[src/rtl/ptpt_pkg.sv]
// Shared constants, codes and types of the point-in-polygon test unit.
package ptpt_pkg;

  // Default sizes
  localparam int DEF_MAX_VERTICES = 16;
  localparam int DEF_COORD_WIDTH  = 24;

  // Smallest polygon that a vertex_count write may select
  localparam int MIN_VERTICES = 3;

  // APB data width
  localparam int APB_DW = 32;

  // Operation codes of an input word
  localparam logic OP_WRITE = 1'b0;
  localparam logic OP_TEST  = 1'b1;

  // Register index decoded from paddr
  localparam logic REG_VERTEX_COUNT = 1'b0;

  // Status handed from the edge unit to the sequencer
  typedef struct packed {
    logic busy;   // an edge is still in flight
    logic hit;    // an edge straddling the point leaves the pipe
    logic below;  // that edge passes below the point
  } edge_res_t;

endpackage

[src/rtl/ptpt_edge_unit.sv]
// Shared edge unit: straddle check, exact cross-multiply and side compare.
module ptpt_edge_unit
  import ptpt_pkg::*;
#(
  parameter int COORD_WIDTH = DEF_COORD_WIDTH
) (
  input  logic                          clk,
  input  logic                          rst_n,
  input  logic                          issue,
  input  logic signed [COORD_WIDTH-1:0] pt_u,
  input  logic signed [COORD_WIDTH-1:0] pt_v,
  input  logic signed [COORD_WIDTH-1:0] u1,
  input  logic signed [COORD_WIDTH-1:0] v1,
  input  logic signed [COORD_WIDTH-1:0] u2,
  input  logic signed [COORD_WIDTH-1:0] v2,
  output edge_res_t                     res
);

  localparam int DW = COORD_WIDTH + 1;
  localparam int PW = 2 * DW;

  // Stage A: differences and straddle flag
  logic                 a_vld_r, a_vld_nxt;
  logic                 a_str_r, a_str_nxt;
  logic                 a_neg_r, a_neg_nxt;
  logic signed [DW-1:0] a_du_r, a_du_nxt;
  logic signed [DW-1:0] a_dv_r, a_dv_nxt;
  logic signed [DW-1:0] a_pdu_r, a_pdu_nxt;
  logic signed [DW-1:0] a_pdv_r, a_pdv_nxt;

  // Stage B: the two cross products
  logic                 b_vld_r, b_vld_nxt;
  logic                 b_str_r, b_str_nxt;
  logic                 b_neg_r, b_neg_nxt;
  logic signed [PW-1:0] b_l_r, b_l_nxt;
  logic signed [PW-1:0] b_r_r, b_r_nxt;

  // Form edge and point differences, one extra bit so nothing wraps
  always_comb begin
    a_vld_nxt = issue;
    a_str_nxt = (pt_u < u1) != (pt_u < u2);
    a_du_nxt  = $signed({u2[COORD_WIDTH-1], u2}) - $signed({u1[COORD_WIDTH-1], u1});
    a_dv_nxt  = $signed({v2[COORD_WIDTH-1], v2}) - $signed({v1[COORD_WIDTH-1], v1});
    a_pdu_nxt = $signed({pt_u[COORD_WIDTH-1], pt_u}) - $signed({u1[COORD_WIDTH-1], u1});
    a_pdv_nxt = $signed({pt_v[COORD_WIDTH-1], pt_v}) - $signed({v1[COORD_WIDTH-1], v1});
    a_neg_nxt = a_du_nxt[DW-1];
  end

  // Multiply: L = dv * (pu - u1), R = (pv - v1) * du
  always_comb begin
    b_vld_nxt = a_vld_r;
    b_str_nxt = a_str_r;
    b_neg_nxt = a_neg_r;
    b_l_nxt   = PW'(a_dv_r) * PW'(a_pdu_r);
    b_r_nxt   = PW'(a_pdv_r) * PW'(a_du_r);
  end

  always_ff @(posedge clk) begin
    if (!rst_n) begin
      a_vld_r <= 1'b0;
      b_vld_r <= 1'b0;
    end else begin
      a_vld_r <= a_vld_nxt;
      b_vld_r <= b_vld_nxt;
    end
  end

  always_ff @(posedge clk) begin
    a_str_r <= a_str_nxt;
    a_neg_r <= a_neg_nxt;
    a_du_r  <= a_du_nxt;
    a_dv_r  <= a_dv_nxt;
    a_pdu_r <= a_pdu_nxt;
    a_pdv_r <= a_pdv_nxt;
    b_str_r <= b_str_nxt;
    b_neg_r <= b_neg_nxt;
    b_l_r   <= b_l_nxt;
    b_r_r   <= b_r_nxt;
  end

  // Decide the side; a point on the edge line counts as not below
  always_comb begin
    res.busy  = a_vld_r | b_vld_r;
    res.hit   = b_vld_r & b_str_r;
    res.below = b_neg_r ? (b_r_r < b_l_r) : (b_l_r < b_r_r);
  end

endmodule

[config.mk]
export PLATFORM = sky130hd
export DESIGN_NAME = ptpt_edge_unit
export DESIGN_NICKNAME = d
export VERILOG_FILES = /design/src/rtl/ptpt_pkg.sv /design/src/rtl/ptpt_edge_unit.sv
export SDC_FILE = /design/constraint.sdc
export NUM_CORES = 2
export LEC_CHECK = 0
export BUFFER_PORTS_ARGS = -buffer_cell sky130_fd_sc_hd__buf_2
export CAP_MARGIN = 20
export CORE_UTILIZATION = 60
export CTS_CLUSTER_SIZE = 20
export DETAILED_ROUTE_END_ITERATION = 6
export PLACE_DENSITY = 0.76
export SLEW_MARGIN = 10
export SYNTH_ARGS = -nofsm -noshare
export SYNTH_HDL_FRONTEND = slang
export SYNTH_SLANG_ARGS = --single-unit
[constraint.sdc]
create_clock -name clk -period 8.6 [get_ports clk]
set_clock_uncertainty 0.1 [all_clocks]
set_input_delay 0.43 -clock clk [delete_from_list [all_inputs] [get_ports clk]]
set_output_delay 0.43 -clock clk [all_outputs]
set_load 0.02 [all_outputs]
# ---- Word level (Yosys, flattened, before mapping)
# Index checks and enable logic that the tools add are counted.
dict set report totals {
  regBits 206
  in_bits 147
  output_inout_bits 3
}
dict set report op_classes {
  add_sub_neg 4
  multipliers 2
  magnitude_cmp 4
  eq_ne 1
  muxes 1
  bitwise_logic 2
}
# cell count
set op_table {}
lappend op_table {{$lt 50x50->1} 2}
lappend op_table {{$mul 25x25->50} 2}
lappend op_table {{$sub 24x24->25} 4}
lappend op_table {{$lt 24x24->1} 2}
lappend op_table {{$and 1x1->1} 1}
lappend op_table {{$mux 1} 1}
lappend op_table {{$ne 1x1->1} 1}
lappend op_table {{$or 1x1->1} 1}

# ---- Longest topological paths before layout
dict set report depth {
  ltp_word 2
  ltp_mapped 29
  ltp_nobuf 26
}

# ---- Worst setup path before layout
# OpenSTA, ideal clock, no wires.
dict set report synth_timing {
  path_kind {register -> register}
  start {register a_dv_r[24]}
  end {register b_l_r[49]}
  setup_time_ps 103
  arrival_time_ps 6779
  path_slack_ps 1618
  path_stages_with_launch 26
  path_buffers 1
  synth_period_minus_slack_ps 6982
  path_cell_list {dfxtp_1 clkbuf_1 nand2_1 inv_1 fa_1 fa_1 inv_1 fa_1 fa_1 inv_1 fa_1 fa_1 inv_1 fa_1 inv_1 ha_1 a21o_1 a21o_1 a21oi_1 nor2_1 a211oi_1 o31ai_4 a31o_4 a21bo_4 mux2i_1 a2111oi_2}
}
dict set report synth_via {
  elab_chain_len 1
}
# item line
set synth_rtl {}
lappend synth_rtl {{start: declaration} ptpt_edge_unit.sv:27} ;# logic signed [DW-1:0] a_dv_r, a_dv_nxt;
lappend synth_rtl {{start signal: assignment} ptpt_edge_unit.sv:72} ;# a_dv_r <= a_dv_nxt;
lappend synth_rtl {{$mul 25x25->50} ptpt_edge_unit.sv:54} ;# b_l_nxt = PW'(a_dv_r) * PW'(a_pdu_r);
lappend synth_rtl {{net b_l_nxt[49]} ptpt_edge_unit.sv:35} ;# logic signed [PW-1:0] b_l_r, b_l_nxt;
lappend synth_rtl {{end signal: assignment} ptpt_edge_unit.sv:77} ;# b_l_r <= b_l_nxt;
lappend synth_rtl {{end: declaration} ptpt_edge_unit.sv:35}
# The timed path passes the listed nets, and every way through them passes these cells.
# A chain may end at the register's enable or synchronous reset.

# ---- Worst setup path in the final report
dict set report layout_timing {
  start {register a_pdu_r[2]}
  end {register b_l_r[49]}
}
dict set report layout_via {
  elab_chain_len 1
}
# item line
set layout_rtl {}
lappend layout_rtl {{start: declaration} ptpt_edge_unit.sv:28} ;# logic signed [DW-1:0] a_pdu_r, a_pdu_nxt;
lappend layout_rtl {{start signal: assignment} ptpt_edge_unit.sv:73} ;# a_pdu_r <= a_pdu_nxt;
lappend layout_rtl {{$mul 25x25->50} ptpt_edge_unit.sv:54}
lappend layout_rtl {{net b_l_nxt[49]} ptpt_edge_unit.sv:35}
# The timed path passes the listed nets, and every way through them passes these cells.

==> run metrics <==
pre-CTS setup slack=0.7582 ns; met3 WL=9624 µm; worst setup margin=0.7130 ns; all-layer global routing usage=0.3167; Num CTS Buffers=28; Hold Fails Final Rpt=0; Worst EP required=8.98 ns; Total Neg Setup Slack=0 ns; maxcap violations=0; Bufs on Longest Clock Path=3; setup repair bufs after CTS=0; highest metal used=met5; EDFF count, synth=0; Yosys reg bits=205; largest cells by area after synthesis=fa_1 (47%), ha_1 (10%), inv_1 (9.7%), dfxtp_1 (7.3%), and2_1 (6.8%); most frequent cells in the layout=inv_1 (1440), fa_1 (1320), nand2_1 (694), and2_1 (607), ha_1 (452); Synth Area per Inst=9.280 µm²; main flop type after synthesis=dfxtp_1; Post-Synthesis Cell Area=0.05585 mm²; max-slew violations=0; root buf cell=clkbuf_16; ANT nets after route=0; startpoint types=register; grt total ovfl=0; Pre-antenna DRT Iters=7; Syn. warnings=0; Clock H-tree levels=1; vias in the first global route=44470; Die Ht=307.1 µm; post-synthesis sequential area ratio=0.07348; asr flop ratio synth=0; Post-Syn Nets=7938; detailed-routed wire length on met2=69260 µm; post-route DRC violation count=2; area grow syn2layout=5.824%; worst endpoint data arrival time=8.27 ns; Worst Hold Class=in2reg; commonest non-fill, non-tap cell in the layout=inv_1; routed vias=40530; initial antenna violation count=7; leading area contributor after synthesis=fa_1; Clock transition at path regs=0.07 ns; CTS tree=done; Cell variety after synth=81; CP Capture Type=register; period utilization=0.9171; violated checks=design-rule violations; Cell Rows=111; post-synth top area share=0.4731; Num Clock Sinks=205; RSZ-0062 raised after global routing=no; Clock Latency Late Sink=0.59 ns; final WL=140400 µm; pin count of the biggest net entering global routing=26; Max FO, Critical Path=25; Vias/cell=5.524; min Tclk post-route=7.887 ns; Slew headroom=0.1703; Max Freq=0.1268 GHz; Die Wd=307.1 µm; Starting Density=0.6075; DP Area=0.05793 mm²; Mapped Cells=6019; port bufs=149; Final HPWL DP=119600 µm; status=finished, violations left; total I/O pin count=150; hold_buf cts=3; Routability Congestion=0.9520; die area=0.09432 mm²; Final #Nets=7988; Worst-Margin Slew=1.232 ns; first-pass GRT wire length=231900 µm; DR iter-0 viols=3060; critical path class=reg2reg; core area=0.09194 mm²; post-cts sizing count=0; WL met1=54690 µm; Setup Viol. Count Final=0; WL/cell=19.14 µm; fin area=0.05911 mm²; layout cells sized above 1=0.05156
## worst max-delay path, cell delays in order, from the launching register on
cell and delay [ns]:
dfxtp_1 0.91, and2_1 0.30, fa_1 0.59, fa_1 0.74, inv_1 0.23, fa_1 0.53, inv_1 0.05, fa_1 0.48
fa_1 0.50, fa_1 0.48, inv_1 0.06, fa_1 0.49, inv_1 0.05, ha_1 0.35, nand4_1 0.27, nor2_1 0.08
a211oi_1 0.40, o31ai_4 0.16, a31o_4 0.30, a21bo_4 0.23, mux2i_1 0.12, a2111oi_2 0.32
## metrics by stage
stage / util / hold slack [ns] / std cells
detailed placement: 0.6301 / 0.2143 / 7274
finish: 0.6429 / 0.05020 / 7336
CTS: 0.6416 / 0.03384 / 7328
global placement: 0.6301 / 0.2117 / 7274
global route: 0.6428 / 0.06454 / 7333
floorplan: - / 0.2096 / 6019
## layer usage
layer,vias up,global-route usage
li1,17890,-
met1,20850,0.4102
met2,1452,0.5416
met3,334,0.03673
met4,2,0.1319
met5,-,0
## cell usage after synthesis, types with 29 or more instances
| library cell | instances |
|---|---|
| inv_1 | 1440 |
| fa_1 | 1320 |
| nand2_1 | 694 |
| and2_1 | 607 |
| ha_1 | 452 |
| clkbuf_1 | 212 |
| dfxtp_1 | 205 |
| a21oi_1 | 170 |
| xnor2_1 | 159 |
| nor2_1 | 149 |
| o21ai_0 | 96 |
| a21o_1 | 83 |
| nand2b_1 | 51 |
| nor2b_1 | 35 |
| xor2_1 | 33 |
| o21a_1 | 32 |
| nand3_1 | 29 |
| nand4_1 | 29 |
## path summary, 6_finish.rpt
path,startpoint,to,slack (ns),cells past startpoint
max reg2reg,a_pdu_r[2],b_l_r[49],0.71,21
min reg2reg,a_str_r,b_str_r,0.23,0
max,a_pdu_r[2],b_l_r[49],0.71,21
min,v1[0],a_pdv_r[0],0.05,3
## logic make-up (layout without fill, tap and decap cells)
| family | after synthesis | count (layout) | share of synthesized area |
|---|---|---|---|
| flip-flops | 205 | 205 | 0.07348 |
| XOR/XNOR | 192 | 192 | 0.03011 |
| AND/OR/NAND/NOR | 1662 | 1662 | 0.1476 |
| AO/OA/AOI/OAI | 530 | 530 | 0.06277 |
| other | 0 | 3 | 0 |
| multiplexers | 2 | 2 | 0.0003584 |
| adder cells (fa/ha/maj) | 1772 | 1772 | 0.5744 |
| buffers and inverters | 1656 | 1727 | 0.1113 |
## final cells by class
type / count / area [µm²]
diodes: 3 / 7.507
clock inverters: 14 / 219.0
inverters: 1441 / 5409
clock buffers: 37 / 805.8
well taps: 1243 / 1555
flip-flops and latches: 205 / 4104
multi-input cells: 4158 / 45530
fillers: 7584 / 32830
repair buffers: 235 / 1474
## sequential cells by signal (all words and copies together) (netlist names)
register and count:
a_pdu_r 25, b_str_r 1, b_vld_r 1, b_r_r 50
b_l_r 50, b_neg_r 1, a_vld_r 1, a_str_r 1
a_pdv_r 25, a_dv_r 25, a_du_r 25
Power is left out: the tool's default activity adds up to more than one toggle a clock period on the data nets, which glitch-free logic cannot reach.
