### src/rtl/ptpt_pkg.sv
// Shared constants, codes and types of the point-in-polygon test unit.
package ptpt_pkg;

  // Default sizes
  localparam int DEF_MAX_VERTICES = 16;
  localparam int DEF_COORD_WIDTH  = 24;

  // Smallest polygon that a vertex_count write may select
  localparam int MIN_VERTICES = 3;

  // APB data width
  localparam int APB_DW = 32;

  // Operation codes of an input word
  localparam logic OP_WRITE = 1'b0;
  localparam logic OP_TEST  = 1'b1;

  // Register index decoded from paddr
  localparam logic REG_VERTEX_COUNT = 1'b0;

  // Status handed from the edge unit to the sequencer
  typedef struct packed {
    logic busy;   // an edge is still in flight
    logic hit;    // an edge straddling the point leaves the pipe
    logic below;  // that edge passes below the point
  } edge_res_t;

endpackage

### src/rtl/ptpt_cell.sv
// One vertex cell of the rotating polygon ring.
module ptpt_cell
  import ptpt_pkg::*;
#(
  parameter int COORD_WIDTH = DEF_COORD_WIDTH
) (
  input  logic                          clk,
  input  logic                          wr_en,
  input  logic signed [COORD_WIDTH-1:0] wr_u,
  input  logic signed [COORD_WIDTH-1:0] wr_v,
  input  logic                          sh_en,
  input  logic signed [COORD_WIDTH-1:0] sh_u,
  input  logic signed [COORD_WIDTH-1:0] sh_v,
  output logic signed [COORD_WIDTH-1:0] vert_u,
  output logic signed [COORD_WIDTH-1:0] vert_v
);

  logic signed [COORD_WIDTH-1:0] u_r, u_nxt;
  logic signed [COORD_WIDTH-1:0] v_r, v_nxt;

  // Take a written vertex, or the neighbour's vertex while the ring turns
  always_comb begin
    u_nxt = u_r;
    v_nxt = v_r;
    if (wr_en) begin
      u_nxt = wr_u;
      v_nxt = wr_v;
    end else if (sh_en) begin
      u_nxt = sh_u;
      v_nxt = sh_v;
    end
  end

  always_ff @(posedge clk) begin
    u_r <= u_nxt;
    v_r <= v_nxt;
  end

  assign vert_u = u_r;
  assign vert_v = v_r;

endmodule

### config.mk
export PLATFORM = sky130hd
export DESIGN_NAME = ptpt_cell
export DESIGN_NICKNAME = d
export VERILOG_FILES = /design/src/rtl/ptpt_pkg.sv /design/src/rtl/ptpt_cell.sv
export SDC_FILE = /design/constraint.sdc
export NUM_CORES = 1
export LEC_CHECK = 0
export ABC_AREA = 0
export BUFFER_PORTS_ARGS = -buffer_cell sky130_fd_sc_hd__buf_2
export CAP_MARGIN = 25
export CORE_MARGIN = 2
export CORE_UTILIZATION = 41
export CTS_CLUSTER_DIAMETER = 80
export DETAILED_ROUTE_END_ITERATION = 8
export PLACE_DENSITY = 0.9
export RECOVER_POWER = 50
export SLEW_MARGIN = 5
export SYNTH_ARGS = -nofsm -noshare
export SYNTH_HDL_FRONTEND = slang
export SYNTH_SLANG_ARGS = --single-unit
### constraint.sdc
create_clock -name clk -period 2.05 [get_ports clk]
set_clock_uncertainty 0.05 [all_clocks]
set_input_delay 0 -clock clk [delete_from_list [all_inputs] [get_ports clk]]
set_output_delay 0 -clock clk [all_outputs]
set_load 0.1 [all_outputs]
Word level (Yosys, flattened, before mapping)
Cells that the tools add are included.
{ "word_totals": {"reg_bits": 48, "in_bits": 99, "output_inout_bits": 48, "wordCells": 7} }
{ "classes": {"n_mux": 4, "n_reduce_logical": 1} }
{ "op_table": {"columns": ["op", "n"], "rows": [
  ["24-bit two-way mux", 4],
  ["2-bit nonzero test", 1]
]} }

Longest topological paths before layout
Gate-level depths: netlist of run 1.
{ "logic_depth": {"word_depth": 2, "ltp_mapped": 3, "depth_no_buf": 1} }

Least setup slack after synthesis of run 1
OpenSTA, ideal clock, no wires.
{ "synth_timing": {"kind": "input -> register", "startpoint": "input wr_en", "endpoint": "register u_r[0] (netlist: vert_u[0]), enable pin", "setup_ns": 0.408, "arrival_time_ns": 1.394, "required_time_ns": 1.592, "slack_ns": 0.198, "path_stages": 3, "path_buffers": 2, "path_cell_list": "buf_6 buf_6 or2_1"} }
{ "synth_via": {"elab_chain_cells": 1} }
{ "synth_rtl": {"columns": ["item", "line_no", "text"], "rows": [
  ["start, declared", "ptpt_cell.sv:8", "input logic wr_en,"],
  ["2-bit nonzero test (no line)", null, null],
  ["end signal, assigned", "ptpt_cell.sv:35", "u_r <= u_nxt;"],
  ["end, declared", "ptpt_cell.sv:18", "logic signed [COORD_WIDTH-1:0] u_r, u_nxt;"]
]} }
Every way passes these cells.
A chain may end at the register's enable or synchronous reset.

Worst setup path after layout of run 1
{ "layout_timing": {"startpoint": "input wr_en", "endpoint": "register v_r[0] (netlist: vert_v[0]) (data pin)"} }
{ "layout_via": {"elab_chain_cells": 1} }
{ "layout_rtl": {"columns": ["item", "line_no", "text"], "rows": [
  ["24-bit two-way mux", "ptpt_cell.sv:25", "if (wr_en) begin"],
  ["named net v_nxt[0]", "ptpt_cell.sv:19", "logic signed [COORD_WIDTH-1:0] v_r, v_nxt;"],
  ["end signal, assigned", "ptpt_cell.sv:36", "v_r <= v_nxt;"],
  ["end, declared", "ptpt_cell.sv:19", null]
]} }
The timed path passes the listed nets, and every way through them passes these cells.

==> results.py, run 1 <==
metrics = {
    "placed_design": {
        "post_dp_cell_area_mm2": 0.00284,
        "io_buffers": 146,
        "place_congestion": 0.777,
        "placedCellCount": 311,
        "hpwlAfterDp_um": 3510,
        "dp_slack_ps": 652,
    },
    "synthesis": {
        "synth_simple_gate_area_share_pct": 0.303,
        "synth_area_per_cell_um2": 20.3,
        "synth_most_common_cell": "edfxtp_1",
        "yosys_warnings": 0,
        "synth_top_area_cell": "edfxtp_1",
        "synth_top_family_by_area": "multiplexers",
        "synth_top_area_share_pct": 69.7,
        "synth_common_cells": "48 x edfxtp_1, 39 x mux2_2, 9 x mux2_4, 3 x buf_4, 2 x buf_6",
        "synth.distinct_cells": 6,
        "synthArstFlopShare_pct": 0,
        "synth-edff-count": 48,
        "synthAdderAreaFrac_pct": 0,
        "seq_area_frac_synth_pct": 69.7,
        "synthXorXnorAreaFrac_pct": 0,
        "syn_nets": 201,
        "netlist_area_mm2": 0.00207,
        "synth_ff_type": "edfxtp_1",
        "synth_compound_area_share_pct": 0,
        "synthMuxAreaShare_pct": 27.8,
        "synth_area_leaders": "edfxtp_1 70%, mux2_2 21%, mux2_4 6.5%",
        "ys_seq_elements": 48,
        "synthCells": 102,
    },
    "drt": {
        "drc": 0,
        "drtAntennaViolNets": 0,
        "first_pass_iters": 4,
        "avgViaCountPerCell": 4.79,
        "first_iter_violations": 64,
        "routed_wirelength_um": 7470,
        "num_vias": 1992,
        "wire_per_inst_um": 18.0,
    },
    "timing": {
        "post-route-period-util_pct": 81.6,
        "slew_headroom_pct": 17.6,
        "slew_violations": 0,
        "whs_ps": 481,
        "fmax_mhz": 598,
        "timing.final.ws_setup_ps": 377,
        "final.min_clock_period_ps": 1670,
        "final-setup-viol-count": 0,
        "hold_violations": 0,
        "rsz0062_at_grt": "false",
        "setup-tns-final_ps": 0,
        "tightest_slew_ps": 1240,
    },
    "grt": {
        "grt_pass1_wl_um": 11000,
        "met1_usage_pct": 28.0,
        "grt.busiest_layer": "met2",
        "first_global_vias": 2209,
        "grt_antenna_before_repair": 0,
        "grtUsageMet2_pct": 51.6,
        "gr-usage-met3_pct": 8.30,
        "grt_usage_pct": 27.7,
        "grt_max_degree": 49,
        "grt_overflow": 0,
    },
    "finish": {
        "nFillCells": 243,
        "final_layout_size_suffix_gt1_share_pct": 50.7,
        "regArea_mm2": 0.00144,
        "syn2layout_area_growth_pct": 87.6,
        "multiInputGateArea_um2": 581,
        "fin_cells": 416,
        "diodes": 0,
        "nNetsFinal": 447,
        "fin_area_mm2": 0.00388,
        "postLayoutCoreUtil_pct": 81.0,
    },
    "power": {
        "p_leak_nw": 1.68,
        "peakVddDrop_uv": 581,
        "power_per_cell_area_mw_per_mm2": 799,
        "power.total_mw": 3.10,
    },
    "floorplan": {
        "die_h_um": 75,
        "io_pins": 147,
        "die_area_mm2": 0.00563,
        "die_w_um": 75,
        "initial_core_util_pct": 43.2,
        "core-area_mm2": 0.00479,
        "rows": 25,
    },
    "critical_path": {
        "crit_path_max_fanout": 48,
        "critical-path-top-delay-family": "buffers and inverters",
        "path_buf_inv": 3,
        "slowest_delay_ps": 580,
        "endpoint_kind": "flip-flop",
        "cp_slowest_cell": "dlygate4sd3_1",
        "worstPathArrival_ps": 1670,
        "crit_type": "in -> reg",
        "cp-start-kind": "primary input",
        "worstPathRequired_ps": 2050,
        "cp_cell_sequence": "clkbuf_1 -> buf_4 -> mux2_2 -> dlygate4sd3_1",
    },
    "clock_network": {
        "h-tree-depth": 2,
        "cts_buffers": 5,
        "cts_tree": "done",
        "cts_sinks": 48,
        "clockRootBuffer": "clkbuf_8",
        "cts_buffer_depth": 2,
        "path_clk_slew_ps": 90,
    },
    "job": {
        "cap_violations": 0,
    },
    "status": {
        "status": "complete, no violations",
    },
    "worst_hold_path": {
        "hold_path.class": "in -> reg",
    },
}
==> metal layers <==
layer,part of all wire [%],routed length (um)
met3,7.4,554
met1,34,2560
met2,54,4060
met5,0,0
met4,4.1,307
==> flip-flops by register name (all words and copies together), names as in the netlist <==
| signal | count |
|---|---|
| vert_u | 24 |
| vert_v | 24 |
==> cell type report <==
class	count	area share, %
multi-input cells	49	15.0
flip-flops and latches	48	37.2
clock inverters	2	0.290
well taps	67	2.16
clock buffers	6	1.87
repair buffers	244	43.5
==> worst min-delay path: cells and delay by family <==
family / cells / cell delay, ps
multiplexers: 1 / 120
buffers and inverters: 2 / 600
==> power breakdown <==
part	internal [mW]	switching (mW)
Clock	0.237	0.314
Combinational	0.347	0.957
Sequential	1.20	0.0365
==> timing repair <==
| item | CTS | global route |
|---|---|---|
| resized for setup | 0 | 0 |
| hold buffers | 96 | 0 |
| setup buffers | 0 | 0 |
| endpoints found under the hold margin | 48 | 0 |
==> cells in the final DEF, fill, tap and decap left out <==
cell / n
or2_0: 1
clkbuf_1: 26
buf_4: 1
clkinvlp_4: 1
mux2_2: 39
edfxtp_1: 48
clkbuf_8: 5
clkinv_1: 1
dlygate4sd3_1: 96
buf_2: 121
buf_12: 1
mux2_4: 9
==> cells by family (layout without fill, tap and decap cells) <==
kind of cell	count (synthesis)	count (layout)
DFF	48	48
muxes	48	48
and+or+nand+nor	1	1
buffers and inverters	5	252
==> final timing paths <==
| check | slack (ps) | to | from | cells after the start |
|---|---|---|---|---|
| setup / recovery | 380 | vert_v[0] | wr_en | 4 |
| hold / removal | 480 | vert_u[10] | sh_u[10] | 3 |
No activity file was read; power rests on OpenSTA's default activity.
==> run 2: changes to the inputs <==
==> constraint.sdc (replaced) <==
create_clock -name clk -period 1.6 [get_ports clk]
set_clock_uncertainty 0.05 [all_clocks]
set_input_delay 0 -clock clk [delete_from_list [all_inputs] [get_ports clk]]
set_output_delay 0 -clock clk [all_outputs]
set_load 0.1 [all_outputs]
==> run 2 against run 1 <==
Global-route usage down 2.7 points. Count of clock-buffer cells in the layout did not move. Via count down 4.9%. Design area rose by 1.6%. Flip-flop and latch count did not move. Worst hold slack better by 9.5 ps. Wire length shrank 7.7%. Combinational power grew 29%. First-iteration DRC count is 22% higher. Clock power up 56%. Highest routed layer unchanged.
==> results.py, run 2 (same netlist as run 1, synthesis figures left out) <==
metrics = {
    "worst_hold_path": {
        "worstHoldPathCells": 3,
        "hold_end": "vert_v[22]",
        "hold_path.class": "in -> reg",
        "holdCritStartpoint": "wr_v[22]",
    },
    "critical_path": {
        "worstPathRequired_ps": 1600,
        "endpoint_kind": "flip-flop",
        "cp_slowest_cell": "dlygate4sd3_1",
        "slowest_delay_ps": 570,
        "worstPathArrival_ps": 1510,
        "cpMostUsedCell": "dlygate4sd3_1",
        "crit_type": "in -> reg",
        "critical-path-top-delay-family": "buffers and inverters",
        "path_buf_inv": 3,
        "crit_path_max_fanout": 1,
        "cp-start-kind": "primary input",
        "cp_cell_sequence": "dlygate4sd3_1 -> buf_2 -> mux2_2 -> dlygate4sd3_1",
    },
    "timing": {
        "slew_violations": 0,
        "tightest_slew_ps": 1250,
        "whs_ps": 490,
        "final.min_clock_period_ps": 1510,
        "post-route-period-util_pct": 94.7,
        "setup-tns-final_ps": 0,
        "fmax_mhz": 660,
        "slew_headroom_pct": 16.5,
        "hold_violations": 0,
        "final-setup-viol-count": 0,
        "rsz0062_at_grt": "false",
    },
    "clock_network": {
        "h-tree-depth": 2,
        "cts_buffers": 5,
        "path_clk_slew_ps": 80,
        "cts-resized-gates": 0,
        "cts_sinks": 48,
        "cts_tree": "done",
        "cts_buffer_depth": 2,
        "clockRootBuffer": "clkbuf_8",
    },
    "status": {
        "status": "complete, no violations",
    },
    "grt": {
        "grt_max_degree": 34,
        "grt_pass1_wl_um": 10100,
        "grt_overflow": 0,
        "grt_usage_pct": 25.1,
        "grt_antenna_before_repair": 0,
        "first_global_vias": 2146,
    },
    "drt": {
        "first_iter_violations": 78,
        "avgViaCountPerCell": 4.54,
        "drtAntennaViolNets": 0,
        "drc": 0,
        "first_pass_iters": 4,
        "num_vias": 1895,
        "routed_wirelength_um": 6900,
        "wire_per_inst_um": 16.5,
    },
    "placed_design": {
        "placedCellCount": 313,
        "io_buffers": 146,
        "place_congestion": 0.676,
    },
    "finish": {
        "final_layout_size_suffix_gt1_share_pct": 58.3,
        "nFillCells": 242,
        "nNetsFinal": 448,
        "regArea_mm2": 0.00144,
        "syn2layout_area_growth_pct": 90.6,
        "postLayoutCoreUtil_pct": 82.3,
        "multiInputGateArea_um2": 581,
        "diodes": 0,
        "fin_cells": 417,
        "final_common_cell": "buf_2",
        "layout_common_cells": "122 x buf_2, 96 x dlygate4sd3_1, 48 x edfxtp_1",
    },
    "floorplan": {
        "core-area_mm2": 0.00479,
        "initial_core_util_pct": 43.2,
        "die_h_um": 75,
        "die_area_mm2": 0.00563,
        "io_pins": 147,
        "die_w_um": 75,
        "rows": 25,
    },
    "power": {
        "p_leak_nw": 1.77,
        "power_per_cell_area_mw_per_mm2": 1050,
        "peakVddDrop_uv": 873,
    },
    "job": {
        "cap_violations": 0,
    },
}
-- run 2: changes by cell type in the layout (fill, tap and decap cells not counted), sizes merged --
cell | previous run | this run
bufinv | 0 | 1
buf | 123 | 125
clkinvlp | 1 | 0
clkbuf | 31 | 30
-- run 2: how the worst max path moves through the flow --
stage               cells past startpoint    endpoint      from
finish                                  4   vert_u[2]   sh_u[2]
global route                            3   vert_v[5]     wr_en
CTS                                     4  vert_u[13]  sh_u[13]
detailed placement                      3   vert_u[2]     wr_en
global placement                        3   vert_v[9]     wr_en
floorplan                               3   vert_u[0]     wr_en
-- run 2: power by group --
part | switching (mW) | total [mW] | internal [mW] | leakage [nW]
logic | 1.22 | 1.68 | 0.463 | 1.23
clock network | 0.393 | 0.857 | 0.464 | 0.0552
registers | 0.0424 | 1.59 | 1.54 | 0.489
total | 1.65 | 4.12 | 2.47 | 1.77
-- run 2: timing repair --
item,in CTS,in global routing
hold endpoints to repair,48,0
setup buffers,0,0
hold buffers,96,0
-- run 2: area by class of cell --
cell class,instances,share of cell area (%)
Sequential cell,48,36.6
Clock buffer,6,1.84
Multi-Input combinational cell,49,14.7
Timing Repair Buffer,245,43.8
Clock inverter,2,0.889
Tap cell,67,2.13
-- run 2: through the flow --
stage	worst slack, ps	power [mW]	instance area (um2)
5_1_grt	66.5	4.25	3940
3_3_place_gp	415	3.02	2870
6_report	85.3	4.12	3940
2_1_floorplan	218	2.77	2070
4_1_cts	141	4.11	3940
3_5_place_dp	379	3.04	2870
-- run 2: routing by layer --
layer / vias up / GRT usage (%) / part of all wire [%]
met5: - / 0 / 0
met4: 0 / 8.73 / 1.5
li1: 890 / - / -
met2: 107 / 46.1 / 53
met3: 12 / 8.70 / 8.1
met1: 886 / 26.4 / 37
==> run 3: changes to the inputs <==
--- a/config.mk
+++ b/config.mk
@@ -12,9 +12,9 @@
 export CORE_UTILIZATION = 41
 export CTS_CLUSTER_DIAMETER = 80
 export DETAILED_ROUTE_END_ITERATION = 8
+export GPL_TIMING_DRIVEN = 0
 export PLACE_DENSITY = 0.9
 export RECOVER_POWER = 50
-export SLEW_MARGIN = 5
 export SYNTH_ARGS = -nofsm -noshare
 export SYNTH_HDL_FRONTEND = slang
 export SYNTH_SLANG_ARGS = --single-unit
==> run 3 against run 2 <==
Count of clock-buffer cells in the layout is 1 lower. Combinational power barely moved. Power is 0.96% higher. Clock power increased by 3.5%. First-iteration DRC count decreased by 22%. Global-route usage increased by 0.96 points.
==> results.py, run 3 (same netlist as run 1, synthesis figures left out) <==
metrics = {
    "clock_network": {
        "cts_tree": "done",
        "cts_buffer_depth": 2,
        "path_clk_slew_ps": 100,
        "h-tree-depth": 2,
        "cts_buffers": 5,
        "clockRootBuffer": "clkbuf_8",
        "cts_sinks": 48,
        "cts-resized-gates": 0,
    },
    "critical_path": {
        "endpoint_kind": "flip-flop",
        "cp_slowest_cell": "dlygate4sd3_1",
        "cp-start-kind": "primary input",
        "slowest_delay_ps": 570,
        "crit_path_max_fanout": 1,
        "worstPathArrival_ps": 1520,
        "worstPathRequired_ps": 1610,
        "crit_type": "in -> reg",
        "cpMostUsedCell": "dlygate4sd3_1",
        "cp_cell_sequence": "dlygate4sd3_1 -> buf_2 -> mux2_4 -> dlygate4sd3_1",
    },
    "finish": {
        "layout_common_cells": "121 x buf_2, 96 x dlygate4sd3_1, 48 x edfxtp_1",
        "syn2layout_area_growth_pct": 92.2,
        "diodes": 0,
        "nFillCells": 245,
        "regArea_mm2": 0.00144,
        "final_layout_size_suffix_gt1_share_pct": 58.8,
        "multiInputGateArea_um2": 581,
        "postLayoutCoreUtil_pct": 83.0,
        "nNetsFinal": 450,
        "final_common_cell": "buf_2",
    },
    "floorplan": {
        "initial_core_util_pct": 43.2,
        "io_pins": 147,
        "die_h_um": 75,
        "die_area_mm2": 0.00563,
        "rows": 25,
        "die_w_um": 75,
        "core-area_mm2": 0.00479,
    },
    "grt": {
        "grt_antenna_before_repair": 0,
        "grt_pass1_wl_um": 10500,
        "first_global_vias": 2194,
        "grt_max_degree": 49,
        "grt_usage_pct": 26.0,
        "grt_overflow": 0,
    },
    "timing": {
        "hold_violations": 0,
        "rsz0062_at_grt": "false",
        "whs_ps": 477,
        "final.min_clock_period_ps": 1520,
        "slew_violations": 0,
        "tightest_slew_ps": 827,
        "fmax_mhz": 660,
        "final-setup-viol-count": 0,
        "post-route-period-util_pct": 94.8,
        "slew_headroom_pct": 44.9,
    },
    "worst_hold_path": {
        "hold_path.class": "in -> reg",
        "worstHoldPathCells": 3,
        "hold_end": "vert_u[15]",
        "holdCritStartpoint": "sh_u[15]",
    },
    "drt": {
        "avgViaCountPerCell": 4.59,
        "first_iter_violations": 61,
        "first_pass_iters": 5,
        "drc": 0,
        "routed_wirelength_um": 7070,
        "drtAntennaViolNets": 0,
        "wire_per_inst_um": 16.9,
        "num_vias": 1925,
    },
    "placed_design": {
        "io_buffers": 145,
        "place_congestion": 0.666,
        "hpwlAfterDp_um": 3720,
    },
    "power": {
        "power.total_mw": 4.16,
        "peakVddDrop_uv": 644,
        "power_per_cell_area_mw_per_mm2": 1050,
        "p_leak_nw": 1.79,
    },
    "job": {
        "cap_violations": 0,
    },
    "status": {
        "status": "complete, no violations",
    },
}
## run 3: cell types whose count changed in the layout (fill, tap and decap cells not counted), sizes merged
cell,previous run,this run
buf,125,127
inv,0,1
clkinvlp,0,1
clkinv,1,0
clkbuf,30,29
## run 3: worst max path at each step
stage,end,start,slack [ps],cells after the start
global route,vert_v[11],sh_v[11],80,4
finish,vert_u[17],sh_u[17],80,4
floorplan,vert_u[0],wr_en,220,3
global placement,vert_v[12],wr_en,-20,3
CTS,vert_v[8],wr_v[8],150,4
detailed placement,vert_v[8],wr_en,-60,3
## run 3: power breakdown
part / total [mW] / internal [mW] / switching (mW)
registers: 1.59 / 1.54 / 0.0447
clock network: 0.887 / 0.471 / 0.416
logic: 1.69 / 0.469 / 1.22
## run 3: routing by layer
metal | vias to the layer above | track usage, % | wire [um]
met2 | 114 | 48.3 | 3800
li1 | 896 | - | -
met3 | 20 | 8.97 | 555
met4 | 0 | 9.13 | 169
met5 | - | 0 | 0
met1 | 895 | 27.0 | 2550
## run 3: worst max-delay path: cells and delay by family
kind | cells | cell delay (ps)
buffers and inverters | 3 | 1250
muxes | 1 | 260
## run 3: per-stage QoR
stage	setup TNS [ps]	cells	worst slack (ps)	area (um2)
global placement	-1040	314	-24.2	2880
detailed placement	-2970	314	-63.9	2880
floorplan	0	102	218	2070
CTS	0	418	149	3950
global route	0	419	76.2	3970
finish	0	419	83.8	3970
## run 3: what timing repair did
item                      CTS  global route
buffers inserted            0             0
hold endpoints to repair   48             0
hold buffers               96             0
## run 3: cell type report
| type | instances | share of cell area [%] |
|---|---|---|
| clock buffers | 5 | 1.73 |
| clock inverters | 3 | 1.17 |
| flip-flops and latches | 48 | 36.3 |
| multi-input cells | 49 | 14.6 |
| repair buffers | 242 | 43.0 |
| plain buffers | 5 | 1.13 |
| well taps | 67 | 2.11 |
